==> src/design/rast_pkg.sv <==
package rast_pkg;

	// Default parameter values
	localparam int FRACTION_BITS_DEF = 10;
	localparam int COORD_BITS_DEF    = 16;

	// Fixed field widths of the stream payloads
	localparam int COORD_W    = 16;
	localparam int COLOR_W    = 32;
	localparam int DIM_W      = 12;
	localparam int ADDR_W     = 24;
	localparam int KIND_W     = 3;
	localparam int IN_DATA_W  = 4 * COORD_W + COLOR_W;
	localparam int OUT_DATA_W = ADDR_W + COLOR_W + 2 * DIM_W;
	localparam int CFG_IDX_W  = 1;

	// Register reset values
	localparam logic [DIM_W-1:0] WIDTH_RESET  = 12'd800;
	localparam logic [DIM_W-1:0] HEIGHT_RESET = 12'd600;

	typedef enum logic [KIND_W-1:0] {
		KIND_ACCEPT = 3'd0,
		KIND_REJECT = 3'd1,
		KIND_WRITE  = 3'd2,
		KIND_CLIP   = 3'd3,
		KIND_IDLE   = 3'd4
	} kind_t;

	typedef enum logic {
		OP_START = 1'b0,
		OP_STEP  = 1'b1
	} op_t;

	typedef enum logic [CFG_IDX_W-1:0] {
		REG_IMAGE_WIDTH  = 1'b0,
		REG_IMAGE_HEIGHT = 1'b1
	} reg_idx_t;

	typedef enum logic {
		S_IDLE = 1'b0,
		S_DIV  = 1'b1
	} state_t;

	// Divider status toward the sequencer
	typedef struct packed {
		logic busy;
		logic done;
	} div_sts_t;

endpackage

==> src/design/rast_div.sv <==
module rast_div
	import rast_pkg::*;
#(
	parameter int FRACTION_BITS = FRACTION_BITS_DEF,
	parameter int COORD_BITS    = COORD_BITS_DEF
) (
	input  logic                     clk,
	input  logic                     arst_n,
	input  logic                     start,
	input  logic [COORD_BITS-1:0]    dividend,   // never larger than divisor
	input  logic [COORD_BITS-1:0]    divisor,
	output logic [FRACTION_BITS:0]   quotient,   // valid while sts.done
	output div_sts_t                 sts
);

	localparam int CNT_W = $clog2(FRACTION_BITS + 1);
	localparam int REM_W = COORD_BITS + 1;

	logic [REM_W-1:0]         rem_q;
	logic [COORD_BITS-1:0]    div_q;
	logic [FRACTION_BITS:0]   quo_q;
	logic [CNT_W-1:0]         cnt_q;
	logic                     busy_q;

	logic [REM_W-1:0]         trial;
	logic [REM_W-1:0]         diff;
	logic                     qbit;
	logic                     last_iter;

	// One restoring step: shift the remainder (except on the integer bit), compare, subtract
	always_comb begin
		trial     = (cnt_q == '0) ? rem_q : {rem_q[REM_W-2:0], 1'b0};
		qbit      = trial >= {1'b0, div_q};
		diff      = trial - {1'b0, div_q};
		last_iter = busy_q && (cnt_q == CNT_W'(FRACTION_BITS));
	end

	assign quotient = {quo_q[FRACTION_BITS-1:0], qbit};
	assign sts.busy = busy_q;
	assign sts.done = last_iter;

	// Control: run FRACTION_BITS+1 iterations after start
	always_ff @(posedge clk or negedge arst_n) begin
		if (!arst_n) begin
			busy_q <= 1'b0;
			cnt_q  <= '0;
		end else if (start) begin
			busy_q <= 1'b1;
			cnt_q  <= '0;
		end else if (busy_q) begin
			cnt_q <= cnt_q + 1'b1;
			if (last_iter) begin
				busy_q <= 1'b0;
			end
		end
	end

	// Datapath: hold the divisor, shift remainder and quotient
	always_ff @(posedge clk) begin
		if (start) begin
			rem_q <= {1'b0, dividend};
			div_q <= divisor;
			quo_q <= '0;
		end else if (busy_q) begin
			rem_q <= qbit ? diff : trial;
			quo_q <= {quo_q[FRACTION_BITS-1:0], qbit};
		end
	end

endmodule

==> src/design/fixed_point_line_rasterizer.sv <==
// Every result is registered and presented in the cycle after its input transaction.
// Pixels stream at one per cycle while the output is not stalled. A line start holds
// off input while the slope comes from a restoring divider that retires one quotient
// bit per cycle.
// Reset (arst_n low) clears the line state and output valid and restores 800 x 600.
module fixed_point_line_rasterizer
	import rast_pkg::*;
#(
	parameter int FRACTION_BITS = FRACTION_BITS_DEF,
	parameter int COORD_BITS    = COORD_BITS_DEF
) (
	input  logic                   clk,
	input  logic                   arst_n,
	// configuration
	input  logic                   cfg_we,
	input  logic [CFG_IDX_W-1:0]   cfg_index,
	input  logic [DIM_W-1:0]       cfg_wdata,
	// input stream
	input  logic                   s_tvalid,
	output logic                   s_tready,
	input  logic [IN_DATA_W-1:0]   s_tdata,   // start_x, start_y, end_x, end_y, draw_color
	input  logic                   s_tuser,   // operation
	// output stream
	output logic                   m_tvalid,
	input  logic                   m_tready,
	output logic [OUT_DATA_W-1:0]  m_tdata,   // pixel_address, pixel_value, pixel_x, pixel_y
	output logic [KIND_W-1:0]      m_tuser,   // kind
	output logic                   m_tlast    // last_of_line
);

	localparam int PW    = COORD_BITS + 1;
	localparam int ACC_W = PW + FRACTION_BITS;
	localparam int CMP_W = ((PW > DIM_W) ? PW : DIM_W) + 1;

	// Registers
	state_t                   state_q, state_d;
	logic [DIM_W-1:0]         width_q, height_q;
	logic                     line_active_q;
	logic                     major_is_x_q;
	logic signed [PW-1:0]     major_pos_q, major_lim_q;
	logic signed [ACC_W-1:0]  acc_q, step_q;
	logic [COLOR_W-1:0]       color_q;
	logic                     neg_q;
	logic                     m_tvalid_q;
	logic [OUT_DATA_W-1:0]    m_tdata_q;
	logic [KIND_W-1:0]        m_tuser_q;
	logic                     m_tlast_q;

	// Setup logic
	logic signed [PW-1:0]     xs, ys, xe, ye, dx, dy, ndx, ndy, dmaj, dmin, ms, me, ns;
	logic [COORD_BITS-1:0]    adx, ady, len, mag;
	logic                     zero_len, maj_x, swap;
	logic signed [ACC_W-1:0]  acc_init;

	// Step logic
	logic signed [PW-1:0]     minor, px, py;
	logic [CMP_W-1:0]         px_e, py_e, w_e, h_e;
	logic                     in_range, last;
	logic signed [PW:0]       pos_next, lim_e;
	logic [ADDR_W-1:0]        addr;

	// Result and handshake
	logic                     s_accept, is_start, div_start;
	logic [KIND_W-1:0]        res_kind;
	logic                     res_last;
	logic [OUT_DATA_W-1:0]    res_data;

	// Divider
	logic [FRACTION_BITS:0]   quo;
	logic [ACC_W-1:0]         quo_e;
	div_sts_t                 div_sts;

	assign s_accept = s_tvalid && s_tready;
	assign is_start = op_t'(s_tuser) == OP_START;

	// Endpoints: low COORD_BITS of each field, two's complement
	always_comb begin
		xs = {s_tdata[COORD_BITS-1], s_tdata[0 +: COORD_BITS]};
		ys = {s_tdata[COORD_W + COORD_BITS-1], s_tdata[COORD_W +: COORD_BITS]};
		xe = {s_tdata[2*COORD_W + COORD_BITS-1], s_tdata[2*COORD_W +: COORD_BITS]};
		ye = {s_tdata[3*COORD_W + COORD_BITS-1], s_tdata[3*COORD_W +: COORD_BITS]};
		dx  = xe - xs;
		dy  = ye - ys;
		ndx = -dx;
		ndy = -dy;
		adx = dx[PW-1] ? ndx[COORD_BITS-1:0] : dx[COORD_BITS-1:0];
		ady = dy[PW-1] ? ndy[COORD_BITS-1:0] : dy[COORD_BITS-1:0];
		zero_len = (adx == '0) && (ady == '0);
		maj_x = adx > ady;
		dmaj  = maj_x ? dx : dy;
		dmin  = maj_x ? dy : dx;
		// swap endpoints when the major coordinate falls
		swap  = dmaj[PW-1];
		len   = maj_x ? adx : ady;
		mag   = maj_x ? ady : adx;
		ms    = swap ? (maj_x ? xe : ye) : (maj_x ? xs : ys);
		me    = swap ? (maj_x ? xs : ys) : (maj_x ? xe : ye);
		ns    = swap ? (maj_x ? ye : xe) : (maj_x ? ys : xs);
		acc_init = {ns, 1'b1, {(FRACTION_BITS-1){1'b0}}};
	end

	// Pixel position, clip test and address of the current step
	always_comb begin
		minor    = acc_q[ACC_W-1:FRACTION_BITS];
		px       = major_is_x_q ? major_pos_q : minor;
		py       = major_is_x_q ? minor : major_pos_q;
		px_e     = {{(CMP_W-PW){px[PW-1]}}, px};
		py_e     = {{(CMP_W-PW){py[PW-1]}}, py};
		w_e      = {{(CMP_W-DIM_W){1'b0}}, width_q};
		h_e      = {{(CMP_W-DIM_W){1'b0}}, height_q};
		in_range = !px[PW-1] && !py[PW-1] && (px_e < w_e) && (py_e < h_e);
		pos_next = {major_pos_q[PW-1], major_pos_q} + 1'b1;
		lim_e    = {major_lim_q[PW-1], major_lim_q};
		last     = pos_next >= lim_e;
		addr     = ADDR_W'(py_e[DIM_W-1:0]) * ADDR_W'(width_q) + ADDR_W'(px_e[DIM_W-1:0]);
	end

	// Result of the accepted transaction
	always_comb begin
		res_kind = KIND_IDLE;
		res_last = 1'b0;
		res_data = '0;
		if (is_start) begin
			res_kind = zero_len ? KIND_REJECT : KIND_ACCEPT;
		end else if (line_active_q) begin
			res_last = last;
			if (in_range) begin
				res_kind = KIND_WRITE;
				res_data = {py_e[DIM_W-1:0], px_e[DIM_W-1:0], color_q, addr};
			end else begin
				res_kind = KIND_CLIP;
			end
		end
	end

	// Sequencer
	always_comb begin
		state_d   = state_q;
		s_tready  = 1'b0;
		div_start = 1'b0;
		case (state_q)
			S_IDLE: begin
				s_tready  = !m_tvalid_q || m_tready;
				div_start = s_tvalid && s_tready && is_start && !zero_len;
				if (div_start) begin
					state_d = S_DIV;
				end
			end
			S_DIV: begin
				if (div_sts.done) begin
					state_d = S_IDLE;
				end
			end
			default: begin
				state_d = S_IDLE;
			end
		endcase
	end

	always_ff @(posedge clk or negedge arst_n) begin
		if (!arst_n) begin
			state_q <= S_IDLE;
		end else begin
			state_q <= state_d;
		end
	end

	rast_div #(
		.FRACTION_BITS (FRACTION_BITS),
		.COORD_BITS    (COORD_BITS)
	) u_div (
		.clk      (clk),
		.arst_n   (arst_n),
		.start    (div_start),
		.dividend (mag),
		.divisor  (len),
		.quotient (quo),
		.sts      (div_sts)
	);

	assign quo_e = {{(ACC_W-FRACTION_BITS-1){1'b0}}, quo};

	// Configuration registers
	always_ff @(posedge clk or negedge arst_n) begin
		if (!arst_n) begin
			width_q  <= WIDTH_RESET;
			height_q <= HEIGHT_RESET;
		end else if (cfg_we) begin
			case (reg_idx_t'(cfg_index))
				REG_IMAGE_WIDTH:  width_q  <= cfg_wdata;
				REG_IMAGE_HEIGHT: height_q <= cfg_wdata;
				default: ;
			endcase
		end
	end

	// Line state: set up on start, advance on step, load slope when divider finishes
	always_ff @(posedge clk or negedge arst_n) begin
		if (!arst_n) begin
			line_active_q <= 1'b0;
			major_is_x_q  <= 1'b0;
			major_pos_q   <= '0;
			major_lim_q   <= '0;
			acc_q         <= '0;
			step_q        <= '0;
			color_q       <= '0;
			neg_q         <= 1'b0;
		end else begin
			if (s_accept && is_start) begin
				line_active_q <= !zero_len;
				if (!zero_len) begin
					major_is_x_q <= maj_x;
					major_pos_q  <= ms;
					major_lim_q  <= me;
					acc_q        <= acc_init;
					color_q      <= s_tdata[4*COORD_W +: COLOR_W];
					neg_q        <= dmin[PW-1] ^ swap;
				end
			end else if (s_accept && line_active_q) begin
				major_pos_q <= major_pos_q + 1'b1;
				acc_q       <= acc_q + step_q;
				if (last) begin
					line_active_q <= 1'b0;
				end
			end
			if (div_sts.done) begin
				step_q <= neg_q ? -$signed(quo_e) : $signed(quo_e);
			end
		end
	end

	// Output register: one result per accepted transaction
	always_ff @(posedge clk or negedge arst_n) begin
		if (!arst_n) begin
			m_tvalid_q <= 1'b0;
		end else if (s_accept) begin
			m_tvalid_q <= 1'b1;
		end else if (m_tready) begin
			m_tvalid_q <= 1'b0;
		end
	end

	always_ff @(posedge clk) begin
		if (s_accept) begin
			m_tdata_q <= res_data;
			m_tuser_q <= res_kind;
			m_tlast_q <= res_last;
		end
	end

	assign m_tvalid = m_tvalid_q;
	assign m_tdata  = m_tdata_q;
	assign m_tuser  = m_tuser_q;
	assign m_tlast  = m_tlast_q;

	// Divider only finishes while the sequencer waits for it
	a_div_done_in_div: assert property (@(posedge clk) disable iff (!arst_n)
		div_sts.done |-> state_q == S_DIV)
		else $error("divider finished outside of slope computation");

	// A valid start holds off input until the slope is ready
	a_start_blocks: assert property (@(posedge clk) disable iff (!arst_n)
		div_start |=> state_q == S_DIV && !s_tready && div_sts.busy)
		else $error("input taken during slope computation");

	// A rejected line leaves no active line behind
	a_reject_clears: assert property (@(posedge clk) disable iff (!arst_n)
		(s_accept && is_start && zero_len) |=> !line_active_q && m_tuser == KIND_REJECT)
		else $error("zero-length line left active");

	// Every accepted transaction presents a result next cycle
	a_result_follows: assert property (@(posedge clk) disable iff (!arst_n)
		s_accept |=> m_tvalid)
		else $error("result missing after accepted transaction");

endmodule

==> config.mk <==
export PLATFORM = sky130hd
export DESIGN_NAME = fixed_point_line_rasterizer
export DESIGN_NICKNAME = d
export VERILOG_FILES = /design/src/design/rast_pkg.sv /design/src/design/rast_div.sv /design/src/design/fixed_point_line_rasterizer.sv
export SDC_FILE = /design/constraint.sdc
export NUM_CORES = 1
export LEC_CHECK = 0
export BUFFER_PORTS_ARGS = -buffer_cell sky130_fd_sc_hd__buf_2
export CORE_UTILIZATION = 56
export CTS_CLUSTER_DIAMETER = 30
export DETAILED_ROUTE_END_ITERATION = 16
export MAX_ROUTING_LAYER = met4
export PLACE_DENSITY = 0.78
export SYNTH_ARGS = -nofsm -noshare
export SYNTH_HDL_FRONTEND = slang
export SYNTH_SLANG_ARGS = --single-unit
==> constraint.sdc <==
create_clock -name clk -period 6 [get_ports clk]
set_input_delay 0.3 -clock clk [delete_from_list [all_inputs] [get_ports clk]]
set_output_delay 0.3 -clock clk [all_outputs]
set_load 0.02 [all_outputs]
==> tab_implementation.tex, run 1 <==
\begin{tabular}{lr}
\hline
Metric & Value \\
\hline
\multicolumn{2}{l}{\textbf{Worst setup path}} \\
CP Max Fanout & 5 \\
CP Launch Type & register \\
Category of cells accounting for the largest share of critical-path delay & adder cells \\
Ordered list of cells on the worst path & buf\_12 > mux2\_4 > buf\_6 > buf\_4 > and2\_1 > fa\_1 > fa\_1 > fa\_1 > fa\_1 > inv\_1 > fa\_1 > inv\_1 > ha\_1 > or2\_4 > a21oi\_4 > a31oi\_2 > a21o\_1 > a21o\_1 > nand2\_2 > a21oi\_4 > o22ai\_2 > xor2\_1 > nor2\_1 \\
Stage delay of the slowest cell on the critical path & 0.54 ns \\
Critical path data arrival time & 6.38 ns \\
Class of the most critical setup path & reg -> reg \\
Buffers and inverters on the worst path & 5 \\
Worst setup EP type & register \\
Critical path data required time & 6.30 ns \\
Worst-path cell with the longest stage delay & sky130\_fd\_sc\_hd\_\_fa\_1 \\
Top cell by count, worst path & sky130\_fd\_sc\_hd\_\_fa\_1 \\
Reg2Reg Setup Slack & -0.07 ns \\
\multicolumn{2}{l}{\textbf{Final layout}} \\
Leading cell type in the layout, fill and taps excluded & sky130\_fd\_sc\_hd\_\_nand2\_1 \\
Reg area & 7390 um2 \\
Final design utilization & 71.5\% \\
Most frequent cells in the layout & 309 x sky130\_fd\_sc\_hd\_\_nand2\_1, 302 x sky130\_fd\_sc\_hd\_\_inv\_1, 244 x sky130\_fd\_sc\_hd\_\_nor2\_1 \\
Fill cell count & 3202 \\
Area delta synth->final & 24.8\% \\
\# diodes & 0 \\
Layout cell share with drive strength beyond 1 & 22.3\% \\
Post-layout nets & 3671 \\
Final Cell Area & 31000 um2 \\
Multi-input combinational cell area & 16100 um2 \\
\multicolumn{2}{l}{\textbf{Synthesis}} \\
Post-synthesis sequential area ratio & 29.8\% \\
Post-Syn Area & 24800 um2 \\
Gate Count Post-Synth & 2823 \\
Yosys cell types & 94 \\
Post-synthesis async set-or-reset flop share & 53.6\% \\
Net count after synthesis & 3260 \\
Top cell type's share of synthesized area & 14.1\% \\
Synthesized flop and latch total & 274 \\
Synth Area per Inst & 8.80 um2 \\
Library cell occupying the most area in the post-synthesis netlist & sky130\_fd\_sc\_hd\_\_dfrtp\_1 \\
Dominant cells by area after synthesis & sky130\_fd\_sc\_hd\_\_dfrtp\_1 14\%, sky130\_fd\_sc\_hd\_\_edfxtp\_1 14\%, sky130\_fd\_sc\_hd\_\_ha\_1 10\%, sky130\_fd\_sc\_hd\_\_fa\_1 9.3\%, sky130\_fd\_sc\_hd\_\_inv\_1 4.8\% \\
Yosys warning total & 0 \\
Number of synthesized flops with an enable pin & 116 \\
Top FF cell, synth & sky130\_fd\_sc\_hd\_\_dfrtp\_1 \\
\multicolumn{2}{l}{\textbf{Floorplan}} \\
Core ar. & 43400 um2 \\
Total number of placement rows & 76 \\
Die ar. & 45200 um2 \\
Number of primary I/O pins & 201 \\
Effective utilization at floorplan & 57.3\% \\
Height of the chip & 213 um \\
Die width & 213 um \\
\multicolumn{2}{l}{\textbf{Clocking}} \\
Clock insertion delay at the later pin of the skew report & 0.60 ns \\
H-tree depth reported by CTS & 3 \\
Master cell of the clock root buffer & sky130\_fd\_sc\_hd\_\_clkbuf\_16 \\
Maximum clock insertion buffer count & 3 \\
Worst-path clk slew & 0.04 ns \\
CTS Sinks & 274 \\
CTS buffer count & 67 \\
Clock tree from TritonCTS & done \\
\multicolumn{2}{l}{\textbf{Route}} \\
Overall via count from detail\_route & 23000 \\
Via count normalized by instance count & 5.94 \\
Wirelength, routed & 80100 um \\
Antenna Violating Nets Remaining & 0 \\
1st-iter DRT viols & 2158 \\
Routed wire length per instance & 20.7 um \\
Remaining DRCs & 0 \\
Number of optimization iterations in the first detailed-route pass & 6 \\
\multicolumn{2}{l}{\textbf{Timing}} \\
Setup repair after global routing missed its margin & true \\
Crit path time final & 6.07 ns \\
Final max-slew violation count & 0 \\
Worst slew margin relative to its limit & 25.0\% \\
Final period utilization & 101\% \\
Final Setup Violations & 3 \\
Final number of hold-violating endpoints & 0 \\
Measured slew at the worst slew-check pin & 1.13 ns \\
Max Fclk & 165 MHz \\
Sum Neg Setup Slack & -0.120 ns \\
Final setup slack of the worst path & -0.0714 ns \\
Clock tree skew after final layout & 0.0371 ns \\
\multicolumn{2}{l}{\textbf{Global route}} \\
Via count of the first global-routing pass & 22800 \\
Pin count of the biggest net entering global routing & 87 \\
Initial antenna violation count & 0 \\
GRT Resource Usage Total & 36.7\% \\
Global-route wire length before repair & 124000 um \\
Overflow left after global routing & 0 \\
\multicolumn{2}{l}{\textbf{Placement}} \\
Detailed-placement wirelength estimate & 59900 um \\
Number of buffers inserted by port buffering & 200 \\
Post-place instance area & 27700 um2 \\
Placer Congestion & 1.03 \\
\multicolumn{2}{l}{\textbf{Run status}} \\
Violated checks & negative setup slack \\
Run status & complete, but fails checks \\
\multicolumn{2}{l}{\textbf{Min path}} \\
Worst hold path type & in -> reg \\
\multicolumn{2}{l}{\textbf{Job}} \\
Max-cap violation count & 0 \\
\hline
\end{tabular}
==> layout make-up <==
type                            instances  share of cell area (%)
Clock inverter                         40                    1.36
Timing Repair Buffer                  469                    10.7
Multi-Input combinational cell       2102                    51.8
Tap cell                              585                    2.36
Sequential cell                       274                    23.9
Inverter                              320                    3.88
Clock buffer                           84                    6.01
==> cell families (layout without fill, tap and decap cells) <==
group	after synthesis	in the layout	synth area share [%]
AND/OR/NAND/NOR	906	906	17.2
AO/OA/AOI/OAI	608	608	15.9
buffers and inverters	447	913	6.93
adder cells (fa/ha/maj)	322	322	19.7
flip-flops	274	274	29.8
multiplexers	143	143	6.18
XOR/XNOR	123	123	4.34
==> metal layers <==
layer | track usage [%] | wire length [um]
met5 | - | 0
met4 | 18.1 | 4140
met3 | 4.89 | 5990
met2 | 57.8 | 37400
met1 | 46.5 | 32600
==> registers in the layout, summed over array words and instances (netlist names), 3 cells and up <==
signal / flops
major_pos_q: 17
width_q: 12
major_lim_q: 16
m_tuser: 3
u_div.cnt_q: 4
u_div.quo_q: 10
acc_q: 27
color_q: 32
height_q: 12
u_div.rem_q: 17
m_tdata: 80
step_q: 21
u_div.div_q: 16
==> cell usage after synthesis, types with 6 or more instances <==
| cell | instances |
|---|---|
| sky130_fd_sc_hd__inv_1 | 315 |
| sky130_fd_sc_hd__nand2_1 | 310 |
| sky130_fd_sc_hd__nor2_1 | 247 |
| sky130_fd_sc_hd__ha_1 | 207 |
| sky130_fd_sc_hd__o21ai_0 | 158 |
| sky130_fd_sc_hd__a21oi_1 | 157 |
| sky130_fd_sc_hd__dfrtp_1 | 140 |
| sky130_fd_sc_hd__edfxtp_1 | 116 |
| sky130_fd_sc_hd__fa_1 | 115 |
| sky130_fd_sc_hd__clkbuf_1 | 94 |
| sky130_fd_sc_hd__and2_1 | 85 |
| sky130_fd_sc_hd__mux2_2 | 83 |
| sky130_fd_sc_hd__xnor2_1 | 63 |
| sky130_fd_sc_hd__mux2i_1 | 60 |
| sky130_fd_sc_hd__xor2_1 | 60 |
| sky130_fd_sc_hd__nand3_1 | 58 |
| sky130_fd_sc_hd__a21o_1 | 47 |
| sky130_fd_sc_hd__a211oi_1 | 37 |
| sky130_fd_sc_hd__a31oi_1 | 35 |
| sky130_fd_sc_hd__nor3_1 | 34 |
| sky130_fd_sc_hd__o211ai_1 | 30 |
| sky130_fd_sc_hd__nand2b_1 | 28 |
| sky130_fd_sc_hd__nor2b_1 | 27 |
| sky130_fd_sc_hd__nand4_1 | 24 |
| sky130_fd_sc_hd__and3_1 | 22 |
| sky130_fd_sc_hd__buf_2 | 16 |
| sky130_fd_sc_hd__o21a_1 | 15 |
| sky130_fd_sc_hd__buf_1 | 13 |
| sky130_fd_sc_hd__dfxtp_1 | 11 |
| sky130_fd_sc_hd__nor4_1 | 11 |
| sky130_fd_sc_hd__o311a_1 | 11 |
| sky130_fd_sc_hd__o31a_1 | 11 |
| sky130_fd_sc_hd__or3_1 | 11 |
| sky130_fd_sc_hd__o21ai_1 | 8 |
| sky130_fd_sc_hd__dfstp_2 | 7 |
| sky130_fd_sc_hd__o2111ai_1 | 7 |
| sky130_fd_sc_hd__o31ai_1 | 7 |
| sky130_fd_sc_hd__or2_2 | 6 |
| sky130_fd_sc_hd__or4_1 | 6 |
==> worst paths after layout <==
check	from	endpoint	cells after the start
max	major_is_x_q	m_tdata[21]	23
min	s_tuser	m_tuser[0]	2
max reg2reg	major_is_x_q	m_tdata[21]	23
min reg2reg	state_q	state_q	1
max in group asynchronous	arst_n	major_is_x_q	3
min in group asynchronous	arst_n	color_q[17]	2
==> what timing repair did <==
action,CTS,global route
gates resized for setup,35,44
hold buffers,46,0
cloned,1,0
setup buffers,12,14
hold endpoints to repair,136,0
setup endpoints to repair,6,8
pin swaps,16,45
==> worst register-to-register path, cell delays in order (launching register included) <==
cell	delay, ns
sky130_fd_sc_hd__dfrtp_2	0.44
sky130_fd_sc_hd__buf_12	0.15
sky130_fd_sc_hd__mux2_4	0.32
sky130_fd_sc_hd__buf_6	0.14
sky130_fd_sc_hd__buf_4	0.13
sky130_fd_sc_hd__and2_1	0.17
sky130_fd_sc_hd__fa_1	0.50
sky130_fd_sc_hd__fa_1	0.54
sky130_fd_sc_hd__fa_1	0.45
sky130_fd_sc_hd__fa_1	0.52
sky130_fd_sc_hd__inv_1	0.07
sky130_fd_sc_hd__fa_1	0.54
sky130_fd_sc_hd__inv_1	0.04
sky130_fd_sc_hd__ha_1	0.32
sky130_fd_sc_hd__or2_4	0.27
sky130_fd_sc_hd__a21oi_4	0.17
sky130_fd_sc_hd__a31oi_2	0.07
sky130_fd_sc_hd__a21o_1	0.21
sky130_fd_sc_hd__a21o_1	0.18
sky130_fd_sc_hd__nand2_2	0.11
sky130_fd_sc_hd__a21oi_4	0.08
sky130_fd_sc_hd__o22ai_2	0.14
sky130_fd_sc_hd__xor2_1	0.19
sky130_fd_sc_hd__nor2_1	0.05
==> per-stage QoR <==
stage	setup slack [ns]	hold WS, ns	std cells
after floorplan	0.0119	0.00441	2823
after global placement	-0.196	0.428	3679
after detailed placement	-0.307	0.435	3679
after CTS	0.00124	0.101	3862
after global routing	-0.225	0.127	3874
final	-0.0714	0.133	3874
Power of run 1 is left out: the tool's default activity adds up to more than one toggle a clock period on the data nets, which glitch-free logic cannot reach.
==> inputs of run 2 (changes only) <==
--- a/config.mk
+++ b/config.mk
@@ -10,7 +10,7 @@
 export CTS_CLUSTER_DIAMETER = 30
 export DETAILED_ROUTE_END_ITERATION = 16
 export MAX_ROUTING_LAYER = met4
-export PLACE_DENSITY = 0.78
+export PLACE_DENSITY_LB_ADDON = 0.05
 export SYNTH_ARGS = -nofsm -noshare
 export SYNTH_HDL_FRONTEND = slang
 export SYNTH_SLANG_ARGS = --single-unit
==> tab_implementation.tex, run 2 (synthesis results as in run 1) <==
\begin{tabular}{lr}
\hline
Metric & Value \\
\hline
\multicolumn{2}{l}{\textbf{Run status}} \\
Run status & complete, but fails checks (unchanged) \\
Violated checks & negative setup slack (unchanged) \\
\multicolumn{2}{l}{\textbf{Floorplan}} \\
Die ar. & 45200 um2 (unchanged) \\
Total number of placement rows & 76 (unchanged) \\
Core ar. & 43400 um2 (unchanged) \\
Height of the chip & 213 um (unchanged) \\
Die width & 213 um (unchanged) \\
Number of primary I/O pins & 201 (unchanged) \\
Effective utilization at floorplan & 57.3\% (unchanged) \\
\multicolumn{2}{l}{\textbf{Timing}} \\
Crit path time final & 6.08 ns (was 6.07 ns) \\
Clock tree skew after final layout & 0.0465 ns (was 0.0371 ns) \\
Max Fclk & 164 MHz (was 165 MHz) \\
Final Setup Violations & 2 (was 3) \\
Worst slew margin relative to its limit & 20.6\% (was 25.0\%) \\
Final period utilization & 101\% (about the same) \\
Final number of hold-violating endpoints & 0 (unchanged) \\
Setup repair after global routing missed its margin & true (unchanged) \\
Measured slew at the worst slew-check pin & 1.19 ns (was 1.13 ns) \\
Final max-slew violation count & 0 (unchanged) \\
Final setup slack of the worst path & -0.0825 ns (was -0.0714 ns) \\
\multicolumn{2}{l}{\textbf{Final layout}} \\
Area delta synth->final & 25.5\% (was 24.8\%) \\
Max FFs per register & 80 (unchanged) \\
Non-filler cells, final & 3885 (was 3874) \\
Post-layout nets & 3680 (was 3671) \\
Fill cell count & 3234 (was 3202) \\
Layout cell share with drive strength beyond 1 & 22.1\% (was 22.3\%) \\
Leading cell type in the layout, fill and taps excluded & sky130\_fd\_sc\_hd\_\_nand2\_1 (unchanged) \\
Most frequent cells in the layout & 308 x sky130\_fd\_sc\_hd\_\_nand2\_1, 305 x sky130\_fd\_sc\_hd\_\_inv\_1, 244 x sky130\_fd\_sc\_hd\_\_nor2\_1 (was 309 x sky130\_fd\_sc\_hd\_\_nand2\_1, 302 x sky130\_fd\_sc\_hd\_\_inv\_1, 244 x sky130\_fd\_sc\_hd\_\_nor2\_1) \\
\multicolumn{2}{l}{\textbf{Global route}} \\
GRT Resource Usage Total & 37.8\% (was 36.7\%) \\
Global-route wire length before repair & 127000 um (was 124000 um) \\
Overflow left after global routing & 0 (unchanged) \\
Initial antenna violation count & 3 (was 0) \\
Pin count of the biggest net entering global routing & 92 (was 87) \\
Via count of the first global-routing pass & 22900 (was 22800) \\
\multicolumn{2}{l}{\textbf{Worst setup path}} \\
Critical path data required time & 6.36 ns (was 6.30 ns) \\
Critical path data arrival time & 6.44 ns (was 6.38 ns) \\
CP Launch Type & register (unchanged) \\
Class of the most critical setup path & reg -> reg (unchanged) \\
Worst setup EP type & register (unchanged) \\
CP Max Fanout & 7 (was 5) \\
\multicolumn{2}{l}{\textbf{Clocking}} \\
CTS Sinks & 274 (unchanged) \\
Clock insertion delay at the later pin of the skew report & 0.62 ns (was 0.60 ns) \\
Clock tree from TritonCTS & done (unchanged) \\
Worst-path clk slew & 0.05 ns (was 0.04 ns) \\
Maximum clock insertion buffer count & 3 (unchanged) \\
CTS buffer count & 71 (was 67) \\
H-tree depth reported by CTS & 3 (unchanged) \\
Master cell of the clock root buffer & sky130\_fd\_sc\_hd\_\_clkbuf\_16 (unchanged) \\
\multicolumn{2}{l}{\textbf{Route}} \\
Remaining DRCs & 0 (unchanged) \\
Routed wire length per instance & 21.3 um (was 20.7 um) \\
Antenna Violating Nets Remaining & 0 (unchanged) \\
Number of optimization iterations in the first detailed-route pass & 6 (unchanged) \\
Wirelength, routed & 82800 um (was 80100 um) \\
Overall via count from detail\_route & 22900 (was 23000) \\
1st-iter DRT viols & 1851 (was 2158) \\
Via count normalized by instance count & 5.90 (was 5.94) \\
\multicolumn{2}{l}{\textbf{Placement}} \\
Number of buffers inserted by port buffering & 200 (unchanged) \\
Detailed-placement wirelength estimate & 62900 um (was 59900 um) \\
Cell total after placement & 3689 (was 3679) \\
Placer Congestion & 1.06 (was 1.03) \\
\multicolumn{2}{l}{\textbf{Job}} \\
Max-cap violation count & 0 (unchanged) \\
\multicolumn{2}{l}{\textbf{Min path}} \\
Worst hold path type & in -> reg (unchanged) \\
\hline
\end{tabular}
## run 2: worst max-delay path, stage by stage, from the launching register on
cell                       delay (ns)
sky130_fd_sc_hd__dfrtp_1         0.39
sky130_fd_sc_hd__buf_12          0.14
sky130_fd_sc_hd__buf_8           0.13
sky130_fd_sc_hd__mux2_4          0.32
sky130_fd_sc_hd__and2_1          0.18
sky130_fd_sc_hd__fa_1            0.51
sky130_fd_sc_hd__inv_1           0.05
sky130_fd_sc_hd__fa_1            0.50
sky130_fd_sc_hd__inv_2           0.06
sky130_fd_sc_hd__fa_1            0.47
sky130_fd_sc_hd__fa_1            0.50
sky130_fd_sc_hd__inv_1           0.05
sky130_fd_sc_hd__fa_1            0.53
sky130_fd_sc_hd__inv_1           0.04
sky130_fd_sc_hd__ha_1            0.20
sky130_fd_sc_hd__buf_4           0.15
sky130_fd_sc_hd__nor3_1          0.22
sky130_fd_sc_hd__nor2_1          0.09
sky130_fd_sc_hd__o211ai_1        0.17
sky130_fd_sc_hd__a31oi_2         0.17
sky130_fd_sc_hd__a21o_1          0.20
sky130_fd_sc_hd__a21o_1          0.18
sky130_fd_sc_hd__nand2_2         0.11
sky130_fd_sc_hd__a21oi_4         0.08
sky130_fd_sc_hd__o22ai_4         0.18
sky130_fd_sc_hd__xor2_2          0.18
sky130_fd_sc_hd__nor2_1          0.06
## run 2: path summary, 6_finish.rpt
check	startpoint	end	slack, ns	depth (start not counted)
min reg2reg	step_q[9]	step_q[9]	0.49	2
min	s_tdata[21]	major_lim_q[5]	0.17	5
max	major_is_x_q	m_tdata[21]	-0.08	26
min in group asynchronous	arst_n	color_q[9]	0.36	2
max reg2reg	major_is_x_q	m_tdata[21]	-0.08	26
max in group asynchronous	arst_n	major_pos_q[8]	4.16	3
## run 2: metrics by stage
step | util [%] | instance area [um2] | hold slack, ns | TNS, ns | setup WS, ns
final | 71.8 | 31200 | 0.168 | -0.128 | -0.0825
after global routing | 71.8 | 31200 | 0.181 | -0.832 | -0.268
after CTS | 71.3 | 30900 | 0.119 | 0 | 0.00267
after detailed placement | 64.1 | 27800 | 0.448 | -0.621 | -0.209
after global placement | 64.1 | 27800 | 0.432 | -0.0188 | -0.0109
after floorplan | - | 24900 | 0.00441 | 0 | 0.0119
## run 2: routing by layer
layer  vias to the layer above  GRT usage (%)  share of wire [%]
li1                      10600              -                  -
met1                     11200           46.1                 41
met2                       892           61.5                 48
met3                       205           6.53                6.8
met4                         0           16.9                4.5
met5                         -              -                  0
## run 2: final cells by class
| type | count | area, um2 | area share (%) |
|---|---|---|---|
| Sequential cell | 274 | 7390 | 23.7 |
| Clock inverter | 42 | 523 | 1.68 |
| Timing Repair Buffer | 474 | 3340 | 10.7 |
| Multi-Input combinational cell | 2102 | 16000 | 51.5 |
| Tap cell | 585 | 732 | 2.35 |
| Inverter | 320 | 1210 | 3.88 |
| Antenna cell | 1 | 2.50 | 0.00803 |
| Clock buffer | 87 | 1930 | 6.18 |
## run 2: what timing repair did
item | 4_1_cts | 5_1_grt
setup endpoints to repair | 5 | 7
hold buffers | 46 | 0
hold endpoints to repair | 144 | 0
setup buffers | 12 | 8
cloned | 0 | 0
gates resized for setup | 38 | 31
pin swaps | 30 | 36
Power of run 2 is left out for the same reason.
